$ cat src/rtl/edc_pkg.sv
// Shared types and constants of the external interrupt edge controller.
`timescale 1ns / 1ps

package edc_pkg;

  // Field widths fixed by the bus item layout.
  localparam int DATA_W    = 16;
  localparam int PIN_W     = 64;
  localparam int NIB_W     = 4;
  localparam int MAX_LINES = 16;
  localparam int SEL_WORDS = 4;

  // Request kinds.
  localparam logic [1:0] REQ_SAMPLE = 2'd0;
  localparam logic [1:0] REQ_READ   = 2'd1;
  localparam logic [1:0] REQ_WRITE  = 2'd2;

  // Register addresses.
  localparam logic [3:0] REG_INT_MASK = 4'd0;
  localparam logic [3:0] REG_EVT_MASK = 4'd1;
  localparam logic [3:0] REG_RISE_EN  = 4'd2;
  localparam logic [3:0] REG_FALL_EN  = 4'd3;
  localparam logic [3:0] REG_PENDING  = 4'd4;
  localparam logic [3:0] REG_SEL0     = 4'd5;
  localparam logic [3:0] REG_SEL1     = 4'd6;
  localparam logic [3:0] REG_SEL2     = 4'd7;
  localparam logic [3:0] REG_SEL3     = 4'd8;

  // Command broadcast from the input side to every lane and the merge stage.
  typedef struct packed {
    logic              valid;
    logic [1:0]        req;
    logic [3:0]        idx;
    logic [DATA_W-1:0] wdata;
    logic [PIN_W-1:0]  pins;
  } edc_cmd_t;

  // What one lane reports back for the current command.
  typedef struct packed {
    logic             rd_bit;
    logic [NIB_W-1:0] sel;
    logic             irq;
    logic             pulse;
  } edc_lane_stat_t;

endpackage

$ cat src/rtl/external_interrupt_edge_controller.sv
// Top level of the external interrupt edge controller: lanes, merge stage and handshake.
`timescale 1ns / 1ps

// The controller takes one transfer per clock and returns one result per transfer,
// in the cycle after it is accepted. Every line is its own lane that updates its
// registers and edge detector in the cycle of acceptance; the merge stage packs
// the lane reports into a single output register, and the input stays ready as
// long as that register is empty or is being taken in the same cycle. Pending
// bits are write-one-to-clear, a port number of PORTS or more feeds a low level,
// and lines at or above LINES read as zero everywhere.
module external_interrupt_edge_controller #(
  parameter int LINES = 16,
  parameter int PORTS = 4
) (
  input  logic        clk,
  input  logic        rst_n,
  input  logic        in_tvalid,
  output logic        in_tready,
  // [15:0] write_data, [79:16] pin_levels
  input  logic [79:0] in_tdata,
  // [1:0] req_type, [5:2] reg_index
  input  logic [5:0]  in_tuser,
  output logic        out_tvalid,
  input  logic        out_tready,
  // [15:0] read_data, [31:16] irq_lines, [47:32] event_pulse
  output logic [47:0] out_tdata
);

  edc_pkg::edc_cmd_t       cmd;
  edc_pkg::edc_lane_stat_t lane_stat [edc_pkg::MAX_LINES];
  logic                    in_accept;

  // Input is taken whenever the output register can be refilled.
  assign in_tready = ~out_tvalid | out_tready;
  assign in_accept = in_tvalid & in_tready;

  assign cmd.valid = in_accept;
  assign cmd.req   = in_tuser[1:0];
  assign cmd.idx   = in_tuser[5:2];
  assign cmd.wdata = in_tdata[15:0];
  assign cmd.pins  = in_tdata[79:16];

  // One lane per implemented line; the rest report zeros.
  for (genvar g = 0; g < edc_pkg::MAX_LINES; g++) begin : g_lane
    if (g < LINES) begin : g_on
      edc_lane #(
        .LINE  (g),
        .PORTS (PORTS)
      ) u_lane (
        .clk   (clk),
        .rst_n (rst_n),
        .cmd   (cmd),
        .stat  (lane_stat[g])
      );
    end else begin : g_off
      assign lane_stat[g] = '0;
    end
  end

  edc_merge u_merge (
    .clk        (clk),
    .rst_n      (rst_n),
    .cmd        (cmd),
    .lane_stat  (lane_stat),
    .out_tvalid (out_tvalid),
    .out_tready (out_tready),
    .out_tdata  (out_tdata)
  );

  // An accepted transfer always leaves a result behind.
  a_accept_gives_result: assert property (@(posedge clk) disable iff (!rst_n)
    in_accept |=> out_tvalid)
    else $error("accepted transfer produced no result");

  // Input only stalls while a result waits.
  a_stall_only_when_full: assert property (@(posedge clk) disable iff (!rst_n)
    !in_tready |-> out_tvalid)
    else $error("input stalled with empty output register");

  // Only sample transfers may pulse events.
  a_pulse_only_on_sample: assert property (@(posedge clk) disable iff (!rst_n)
    (in_accept && in_tuser[1:0] != edc_pkg::REQ_SAMPLE) |=> out_tdata[47:32] == 16'd0)
    else $error("event pulse on a non-sample transfer");

  // Only read transfers return read data.
  a_read_data_only_on_read: assert property (@(posedge clk) disable iff (!rst_n)
    (in_accept && in_tuser[1:0] != edc_pkg::REQ_READ) |=> out_tdata[15:0] == 16'd0)
    else $error("read data on a non-read transfer");

  // Lines beyond the implemented count never request.
  a_no_irq_beyond_lines: assert property (@(posedge clk) disable iff (!rst_n)
    out_tvalid |-> (out_tdata[31:16] >> LINES) == 16'd0)
    else $error("interrupt request on an unimplemented line");

endmodule

$ cat src/rtl/edc_lane.sv
// One interrupt line: its register bits, source select, edge detect and pending flag.
`timescale 1ns / 1ps

module edc_lane #(
  parameter int LINE  = 0,
  parameter int PORTS = 4
) (
  input  logic                    clk,
  input  logic                    rst_n,
  input  edc_pkg::edc_cmd_t       cmd,
  output edc_pkg::edc_lane_stat_t stat
);

  localparam logic [3:0] SEL_ADDR = edc_pkg::REG_SEL0 + 4'(LINE / 4);
  localparam int         NIB_LSB  = 4 * (LINE % 4);
  localparam logic [3:0] LINE_BIT = 4'(LINE);
  localparam logic [3:0] PORT_LIM = 4'(PORTS);

  logic                      imask_r, imask_nxt;
  logic                      emask_r, emask_nxt;
  logic                      ren_r, ren_nxt;
  logic                      fen_r, fen_nxt;
  logic                      pend_r, pend_nxt;
  logic                      last_r, last_nxt;
  logic [edc_pkg::NIB_W-1:0] sel_r, sel_nxt;
  logic                      cur;
  logic                      trig;

  // Pin of the selected port; ports beyond the last one read low.
  always_comb begin
    if (sel_r < PORT_LIM) begin
      cur = cmd.pins[{sel_r[1:0], LINE_BIT}];
    end else begin
      cur = 1'b0;
    end
    trig = (cur & ~last_r & ren_r) | (~cur & last_r & fen_r);
  end

  // Next state for the current command.
  always_comb begin
    imask_nxt = imask_r;
    emask_nxt = emask_r;
    ren_nxt   = ren_r;
    fen_nxt   = fen_r;
    pend_nxt  = pend_r;
    last_nxt  = last_r;
    sel_nxt   = sel_r;
    case (cmd.req)
      edc_pkg::REQ_SAMPLE: begin
        pend_nxt = pend_r | trig;
        last_nxt = cur;
      end
      edc_pkg::REQ_WRITE: begin
        case (cmd.idx)
          edc_pkg::REG_INT_MASK: imask_nxt = cmd.wdata[LINE];
          edc_pkg::REG_EVT_MASK: emask_nxt = cmd.wdata[LINE];
          edc_pkg::REG_RISE_EN:  ren_nxt   = cmd.wdata[LINE];
          edc_pkg::REG_FALL_EN:  fen_nxt   = cmd.wdata[LINE];
          edc_pkg::REG_PENDING:  pend_nxt  = pend_r & ~cmd.wdata[LINE];
          default: begin
            if (cmd.idx == SEL_ADDR) begin
              sel_nxt = cmd.wdata[NIB_LSB +: edc_pkg::NIB_W];
            end
          end
        endcase
      end
      default: begin
      end
    endcase
  end

  // Read bit and result bits seen after this command.
  always_comb begin
    stat.rd_bit = 1'b0;
    case (cmd.idx)
      edc_pkg::REG_INT_MASK: stat.rd_bit = imask_r;
      edc_pkg::REG_EVT_MASK: stat.rd_bit = emask_r;
      edc_pkg::REG_RISE_EN:  stat.rd_bit = ren_r;
      edc_pkg::REG_FALL_EN:  stat.rd_bit = fen_r;
      edc_pkg::REG_PENDING:  stat.rd_bit = pend_r;
      default:               stat.rd_bit = 1'b0;
    endcase
    stat.sel   = sel_r;
    stat.irq   = pend_nxt & imask_nxt;
    stat.pulse = (cmd.req == edc_pkg::REQ_SAMPLE) & trig & emask_r;
  end

  // Lane state advances on every accepted transfer.
  always_ff @(posedge clk) begin
    if (!rst_n) begin
      imask_r <= 1'b0;
      emask_r <= 1'b0;
      ren_r   <= 1'b0;
      fen_r   <= 1'b0;
      pend_r  <= 1'b0;
      last_r  <= 1'b0;
      sel_r   <= '0;
    end else if (cmd.valid) begin
      imask_r <= imask_nxt;
      emask_r <= emask_nxt;
      ren_r   <= ren_nxt;
      fen_r   <= fen_nxt;
      pend_r  <= pend_nxt;
      last_r  <= last_nxt;
      sel_r   <= sel_nxt;
    end
  end

endmodule

$ cat src/rtl/edc_merge.sv
// Merge stage: gathers the lane reports into one result and holds the output register.
`timescale 1ns / 1ps

module edc_merge (
  input  logic                    clk,
  input  logic                    rst_n,
  input  edc_pkg::edc_cmd_t       cmd,
  input  edc_pkg::edc_lane_stat_t lane_stat [edc_pkg::MAX_LINES],
  output logic                    out_tvalid,
  input  logic                    out_tready,
  output logic [47:0]             out_tdata
);

  logic [edc_pkg::DATA_W-1:0] bit_word;
  logic [edc_pkg::DATA_W-1:0] sel_word [edc_pkg::SEL_WORDS];
  logic [edc_pkg::DATA_W-1:0] irq_word;
  logic [edc_pkg::DATA_W-1:0] pulse_word;
  logic [edc_pkg::DATA_W-1:0] rd_word;
  logic                       out_valid_r;
  logic [47:0]                out_data_r;

  // Collect per-lane bits into words.
  always_comb begin
    for (int w = 0; w < edc_pkg::SEL_WORDS; w++) begin
      sel_word[w] = '0;
    end
    for (int l = 0; l < edc_pkg::MAX_LINES; l++) begin
      bit_word[l]   = lane_stat[l].rd_bit;
      irq_word[l]   = lane_stat[l].irq;
      pulse_word[l] = lane_stat[l].pulse;
      sel_word[l / 4][4 * (l % 4) +: edc_pkg::NIB_W] = lane_stat[l].sel;
    end
  end

  // Register read data; only reads return a value.
  always_comb begin
    rd_word = '0;
    if (cmd.req == edc_pkg::REQ_READ) begin
      case (cmd.idx)
        edc_pkg::REG_INT_MASK,
        edc_pkg::REG_EVT_MASK,
        edc_pkg::REG_RISE_EN,
        edc_pkg::REG_FALL_EN,
        edc_pkg::REG_PENDING:  rd_word = bit_word;
        edc_pkg::REG_SEL0:     rd_word = sel_word[0];
        edc_pkg::REG_SEL1:     rd_word = sel_word[1];
        edc_pkg::REG_SEL2:     rd_word = sel_word[2];
        edc_pkg::REG_SEL3:     rd_word = sel_word[3];
        default:               rd_word = '0;
      endcase
    end
  end

  // Output register: loads on each accepted transfer, empties when taken.
  always_ff @(posedge clk) begin
    if (!rst_n) begin
      out_valid_r <= 1'b0;
    end else if (cmd.valid) begin
      out_valid_r <= 1'b1;
    end else if (out_tready) begin
      out_valid_r <= 1'b0;
    end
  end

  always_ff @(posedge clk) begin
    if (cmd.valid) begin
      out_data_r <= {pulse_word, irq_word, rd_word};
    end
  end

  assign out_tvalid = out_valid_r;
  assign out_tdata  = out_data_r;

endmodule

$ cat config.mk
export PLATFORM = sky130hd
export DESIGN_NAME = external_interrupt_edge_controller
export DESIGN_NICKNAME = d
export VERILOG_FILES = /design/src/rtl/edc_pkg.sv /design/src/rtl/external_interrupt_edge_controller.sv /design/src/rtl/edc_lane.sv /design/src/rtl/edc_merge.sv
export SDC_FILE = /design/constraint.sdc
export NUM_CORES = 1
export LEC_CHECK = 0
export BUFFER_PORTS_ARGS = -buffer_cell sky130_fd_sc_hd__buf_2
export CORE_ASPECT_RATIO = 1.5
export CORE_MARGIN = 4
export CORE_UTILIZATION = 45
export DETAILED_ROUTE_END_ITERATION = 8
export SLEW_MARGIN = 30
export SYNTH_ARGS = -nofsm -noshare
export SYNTH_HDL_FRONTEND = slang
export SYNTH_SLANG_ARGS = --single-unit
$ cat constraint.sdc
create_clock -name clk -period 3.9 [get_ports clk]
set_input_delay 0.39 -clock clk [delete_from_list [all_inputs] [get_ports clk]]
set_output_delay 0.39 -clock clk [all_outputs]
set_load 0.005 [all_outputs]
* Yosys cells after proc, flatten, opt, wreduce, memory -nomap -nowiden
Index checks and enable logic that the tools add are counted.
Word-level totals: flip-flop bits (word level) 209, bits in latches 0, bits in writable memories 0, bits in read-only memories 0, input bits 90, output and inout bits 50, word-level logic and storage cells 512, memories 0
Operators by class: add/sub/neg operators 0, multipliers 0, div/mod/pow operators 0, $lt $le $gt $ge 32, equality and inequality tests 10, shift operators 0, multiplexer cells 131, bitwise logic cells 212, reduce and logical (&&, ||, !) cells 12
Operators with widths (count):
- AND 1 bit | 129
- less-than comparator 6 x 7 -> 1 bit (second input constant) | 16
- 2-to-1 mux 1 bit | 82
- one-hot mux 1 bit (5 select lines) | 16
- one-hot mux 16 bit (5 select lines) | 1
- less-than comparator 4 x 3 -> 1 bit (second input constant) | 16
- inverter 1 bit | 50
- bitwise OR 1 bit | 33
- binary-select mux 1 bit (select 2 bit) | 16
- one-hot mux 1 bit (2 select lines) | 16
- == test 4 x 3 -> 1 bit (second input constant) | 4
- AND reduction 4 bit | 4
- AND reduction 3 bit | 3
- == test 4 x 2 -> 1 bit (second input constant) | 2
- OR reduction 5 bit | 1
- == test 4 x 1 -> 1 bit (second input constant) | 1
- == test 4 bit (second input constant) | 1
- zero test 4 bit | 1
- == test 2 x 1 -> 1 bit (second input constant) | 1
- == test 2 bit (second input constant) | 1
- zero test 2 bit | 1
- AND reduction 2 bit | 1
- nonzero test 2 bit | 1

* Depth between registers and ports, before layout
depth after elaboration 10, mapped depth 8, mapped depth without buffers 4

* Hierarchy
A second synthesis with hierarchy kept.
Second synthesis, totals: cell total of the unflattened synthesis 1236, area total of the unflattened synthesis 12026.5 um2
By module, submodules not included:
- edc_merge | times used 1, cells an instance 155, area an instance 2173.3 um2, seq. area each 1461.4 um2
- edc_lane (g_lane[12].g_on.u_lane ...) | times used 3, cells an instance 69, area an instance 671.9 um2, seq. area each 200.2 um2
- edc_lane (g_lane[11].g_on.u_lane ...) | times used 3, cells an instance 69, area an instance 609.3 um2, seq. area each 200.2 um2
- edc_lane (g_lane[4].g_on.u_lane ...) | times used 3, cells an instance 68, area an instance 606.8 um2, seq. area each 200.2 um2
- edc_lane (g_lane[1].g_on.u_lane ...) | times used 3, cells an instance 63, area an instance 568.0 um2, seq. area each 200.2 um2
- edc_lane (g_lane[15].g_on.u_lane) | times used 1, cells an instance 70, area an instance 676.9 um2, seq. area each 200.2 um2
- edc_lane (g_lane[5].g_on.u_lane) | times used 1, cells an instance 69, area an instance 610.6 um2, seq. area each 200.2 um2
- edc_lane (g_lane[10].g_on.u_lane) | times used 1, cells an instance 71, area an instance 600.6 um2, seq. area each 200.2 um2
- edc_lane (g_lane[0].g_on.u_lane) | times used 1, cells an instance 62, area an instance 574.3 um2, seq. area each 200.2 um2
- external_interrupt_edge_controller | times used 1, cells an instance 2, area an instance 22.5 um2, seq. area each 0.0 um2

* Least setup slack after synthesis
OpenSTA, ideal clock, no wires.
kind input port to flip-flop, start point input out_tready, end point register g_lane[13].g_on.u_lane.pend_r, data arrival time 2900 ps, required time 3778 ps, setup slack 878 ps, cell stages on the path 7, path through nand2b_1 > buf_2 > buf_2 > and2_1 > clkbuf_1 > nand3_1 > o311a_1
Between the ends: longest elaborated chain between the ends 2
Ends and longest elaborated chain:
- start: declaration | line external_interrupt_edge_controller.sv:24 | input logic out_tready,
- bitwise OR 1 bit | line external_interrupt_edge_controller.sv:34 | assign in_tready = ~out_tvalid | out_tready;
- net in_tready | line external_interrupt_edge_controller.sv:18 | output logic in_tready,
- AND 1 bit | line external_interrupt_edge_controller.sv:35 | assign in_accept = in_tvalid & in_tready;
- net in_accept | line external_interrupt_edge_controller.sv:31 | logic in_accept;
- end signal: assignment | line edc_lane.sv:103 | pend_r <= pend_nxt;
- end: declaration | line edc_lane.sv:23 | logic pend_r, pend_nxt;
The timed path passes the listed nets, and every way through them passes these cells. A chain may end at the register's enable or synchronous reset.

* Final worst setup path
start point register u_merge.out_valid_r (netlist: u_merge.out_tvalid), end point register g_lane[5].g_on.u_lane.pend_r
Between the ends: longest elaborated chain between the ends 3
Ends and longest elaborated chain:
- start: declaration | line edc_merge.sv:19 | logic out_valid_r;
- start signal: assignment | line edc_merge.sv:57 | out_valid_r <= 1'b0;
- start signal: assignment | line edc_merge.sv:59 | out_valid_r <= 1'b1;
- start signal: assignment | line edc_merge.sv:61 | out_valid_r <= 1'b0;
- inverter 1 bit | line external_interrupt_edge_controller.sv:34
- bitwise OR 1 bit | line external_interrupt_edge_controller.sv:34
- AND 1 bit | line external_interrupt_edge_controller.sv:35
- end signal: assignment | line edc_lane.sv:103
- end: declaration | line edc_lane.sv:23
Every way passes these cells.

==> impl_metrics.yaml <==
run_status:
  outcome: "completed"
synth:
  synth_cells: 1081
  synth_nets: 1171
  syn_area_per_cell_um2: 10.04
  synth_seq_cells: 209
  yosysMostFrequentCell: "dfxtp_1"
  synthTopCellsByArea: "dfxtp_1 (30%), edfxtp_1 (13%), mux2i_1 (11%)"
  synth_common_cells: "dfxtp_1 (161), mux2i_1 (115), nor2b_1 (84), nand3_1 (82), clkbuf_1 (63)"
  synth_top_area_frac: 0.2969
  syn_area_um2: 10860
  ys.flop_type: "dfxtp_1"
  synth_edf_count: 48
  yosysTopAreaCell: "dfxtp_1"
  yosysWarnings: 0
  seq_area_frac_synth: 0.4297
  synth.distinct_cells: 52
  async_flop_share: 0
die:
  io_pins: 140
  die_area_um2: 26720
  rows: 69
  initial_core_util: 0.4572
  die_width_um: 134.8
  die_y_um: 198.2
  core_area_um2: 23740
drt:
  wire_per_inst_um: 24.68
  ant_nets: 0
  dr.pass1.iters: 6
  drt-vias-per-instance: 6.109
  dr_total_vias: 9163
  drt-initial-drc-count: 671
  route.detailed.drc: 0
  routed_wl_um: 37020
worst_setup_path:
  critPathLaunchType: "register"
  crit_required_ps: 4350
  crit_path_end_kind: "register"
  cp_max_fo: 27
  worstSetupPathType: "reg2reg"
  crit_arrival_ps: 2820
global_route:
  antenna_found_initial: 1
  gr-total-overflow: 0
  grt_start_max_net_pins: 88
  grt_pass1_wl_um: 55190
  grt_usage: 0.2714
  grt_pass1_vias: 9081
timing:
  grt_setup_unrepaired: "no"
  fin_ws_ps: 1531
  slew_headroom: 0.3460
  fin_crit_sh: 0.6074
  worstMarginPinSlew_ps: 981.0
  skew_ps: 11.35
  hold_violations: 0
  timing.hold.ws_ps: 284.4
  post-route-min-period_ps: 2369
  max_freq_mhz: 422.2
  tns_ps: 0
  setup_viol: 0
  final_max_slew_viol_count: 0
clock_network:
  insertion_delay_ps: 510
  clkSinkCount: 209
  cts_hold_buf: 0
  clock_path_buffers: 3
  cts.clk_slew.worst_paths_ps: 70
  cts_tree: "yes"
  root_buffer: "clkbuf_16"
  cts_resized: 0
  h-tree-depth: 1
  cts_buffers: 22
  post_cts.repair.setup_buffers: 0
layout:
  final_area_um2: 12430
  insertedDiodeCount: 0
  fin_nets: 1255
  drive_above_1_share: 0.2278
  syn_to_final_growth_pct: 14.50
  fillers: 2236
placed_design:
  placed_area_um2: 11720
  io_buffers: 139
  dp_hpwl_um: 26410
  gp_congestion: 0.9186
  dpl_worst_slack_ps: 1223
pwr:
  leakage_nw: 5.094
  max-vdd-ir-drop_v: 0.0003668
  power.density_nw_per_um2: 377.5
flow_run:
  maxCapViolations: 0
hold_path:
  hold_path.class: "in2reg"
[final cells by class]
class | count | area (um^2) | share of cell area
clock buffer | 32 | 649.4 | 0.05224
timing repair buffer | 158 | 910.9 | 0.07328
tap | 319 | 399.1 | 0.03211
sequential | 209 | 4664 | 0.3753
inverter | 6 | 22.52 | 0.001812
multi-input combinational | 768 | 5741 | 0.4618
clock inverter | 8 | 42.54 | 0.003423
[through the flow]
stage	total power, mW	util	instances
2_1_floorplan	2.526	-	1081
3_3_place_gp	2.696	0.4938	1459
5_1_grt	4.830	0.5235	1500
4_1_cts	4.718	0.5229	1499
6_report	4.692	0.5235	1500
3_5_place_dp	2.698	0.4938	1459
[path summary, 6_finish.rpt]
check	startpoint	slack [ps]	endpoint	cells after the start
max	u_merge.out_tvalid	1530	g_lane[5].g_on.u_lane.pend_r	5
min	in_tdata[3]	280	g_lane[4].g_on.u_lane.sel_r[3]	3
max reg2reg	u_merge.out_tvalid	1530	g_lane[5].g_on.u_lane.pend_r	5
min reg2reg	g_lane[11].g_on.u_lane.pend_r	510	g_lane[11].g_on.u_lane.pend_r	2
[worst max-delay path, cell delays in order (launching register included)]
cell	delay, ps
dfxtp_1	310
nand2b_1	460
and3_1	920
buf_12	270
and4_1	210
o311a_1	140
[cells in the final DEF, fill, tap and decap left out, drive strengths merged, types with 2 or more instances in the layout]
| master | netlist | final |
|---|---|---|
| and2 | 20 | 20 |
| nor3b | 17 | 17 |
| clkbuf | 63 | 32 |
| mux2i | 115 | 115 |
| nor2 | 11 | 11 |
| nand3 | 82 | 82 |
| o21ai | 58 | 58 |
| nand2b | 19 | 19 |
| o311a | 11 | 11 |
| nor2b | 84 | 84 |
| nor4b | 2 | 2 |
| a31oi | 13 | 13 |
| and4 | 12 | 12 |
| edfxtp | 48 | 48 |
| and3b | 2 | 2 |
| a2bb2oi | 16 | 16 |
| nor3 | 29 | 29 |
| nand2 | 27 | 27 |
| o22ai | 8 | 8 |
| a21o | 3 | 3 |
| a32oi | 3 | 3 |
| a21boi | 49 | 49 |
| o221a | 16 | 16 |
| or3 | 22 | 22 |
| buf | 35 | 158 |
| inv | 6 | 7 |
| a22oi | 37 | 37 |
| o32a | 5 | 5 |
| nand4 | 10 | 10 |
| clkinv | 0 | 6 |
| dfxtp | 161 | 161 |
| a22o | 8 | 8 |
| a21oi | 19 | 19 |
| a222oi | 8 | 8 |
| o211a | 16 | 16 |
| mux2 | 37 | 37 |
[cells by family after synthesis]
logic type | share of synthesized area
AO/OA/AOI/OAI | 0.1909
buffers and inverters | 0.04207
flip-flops | 0.4297
multiplexers | 0.1444
AND/OR/NAND/NOR | 0.1929
[metal layers]
layer,global-route usage,wire length (um)
met3,0.03254,1690
met4,0.1498,2185
met1,0.3045,13840
met2,0.4945,19290
met5,0,13
[flip-flops by register name (all words and copies together) (netlist names)]
name and cells:
g_lane.g_on.u_lane.last_r 16, u_merge.out_tdata 48, g_lane.g_on.u_lane.sel_r 64, g_lane.g_on.u_lane.pend_r 16, g_lane.g_on.u_lane.ren_r 16, g_lane.g_on.u_lane.fen_r 16
g_lane.g_on.u_lane.emask_r 16, g_lane.g_on.u_lane.imask_r 16, u_merge.out_tvalid 1
[power breakdown]
part / total (mW) / leakage, nW / switching (mW) / internal [mW]
Clock: 2.04 / 0.344 / 0.881 / 1.16
Combinational: 0.386 / 2.96 / 0.249 / 0.138
Sequential: 2.27 / 1.78 / 0.0209 / 2.25
Total: 4.69 / 5.09 / 1.15 / 3.54
(Power assumes the default switching activity.)
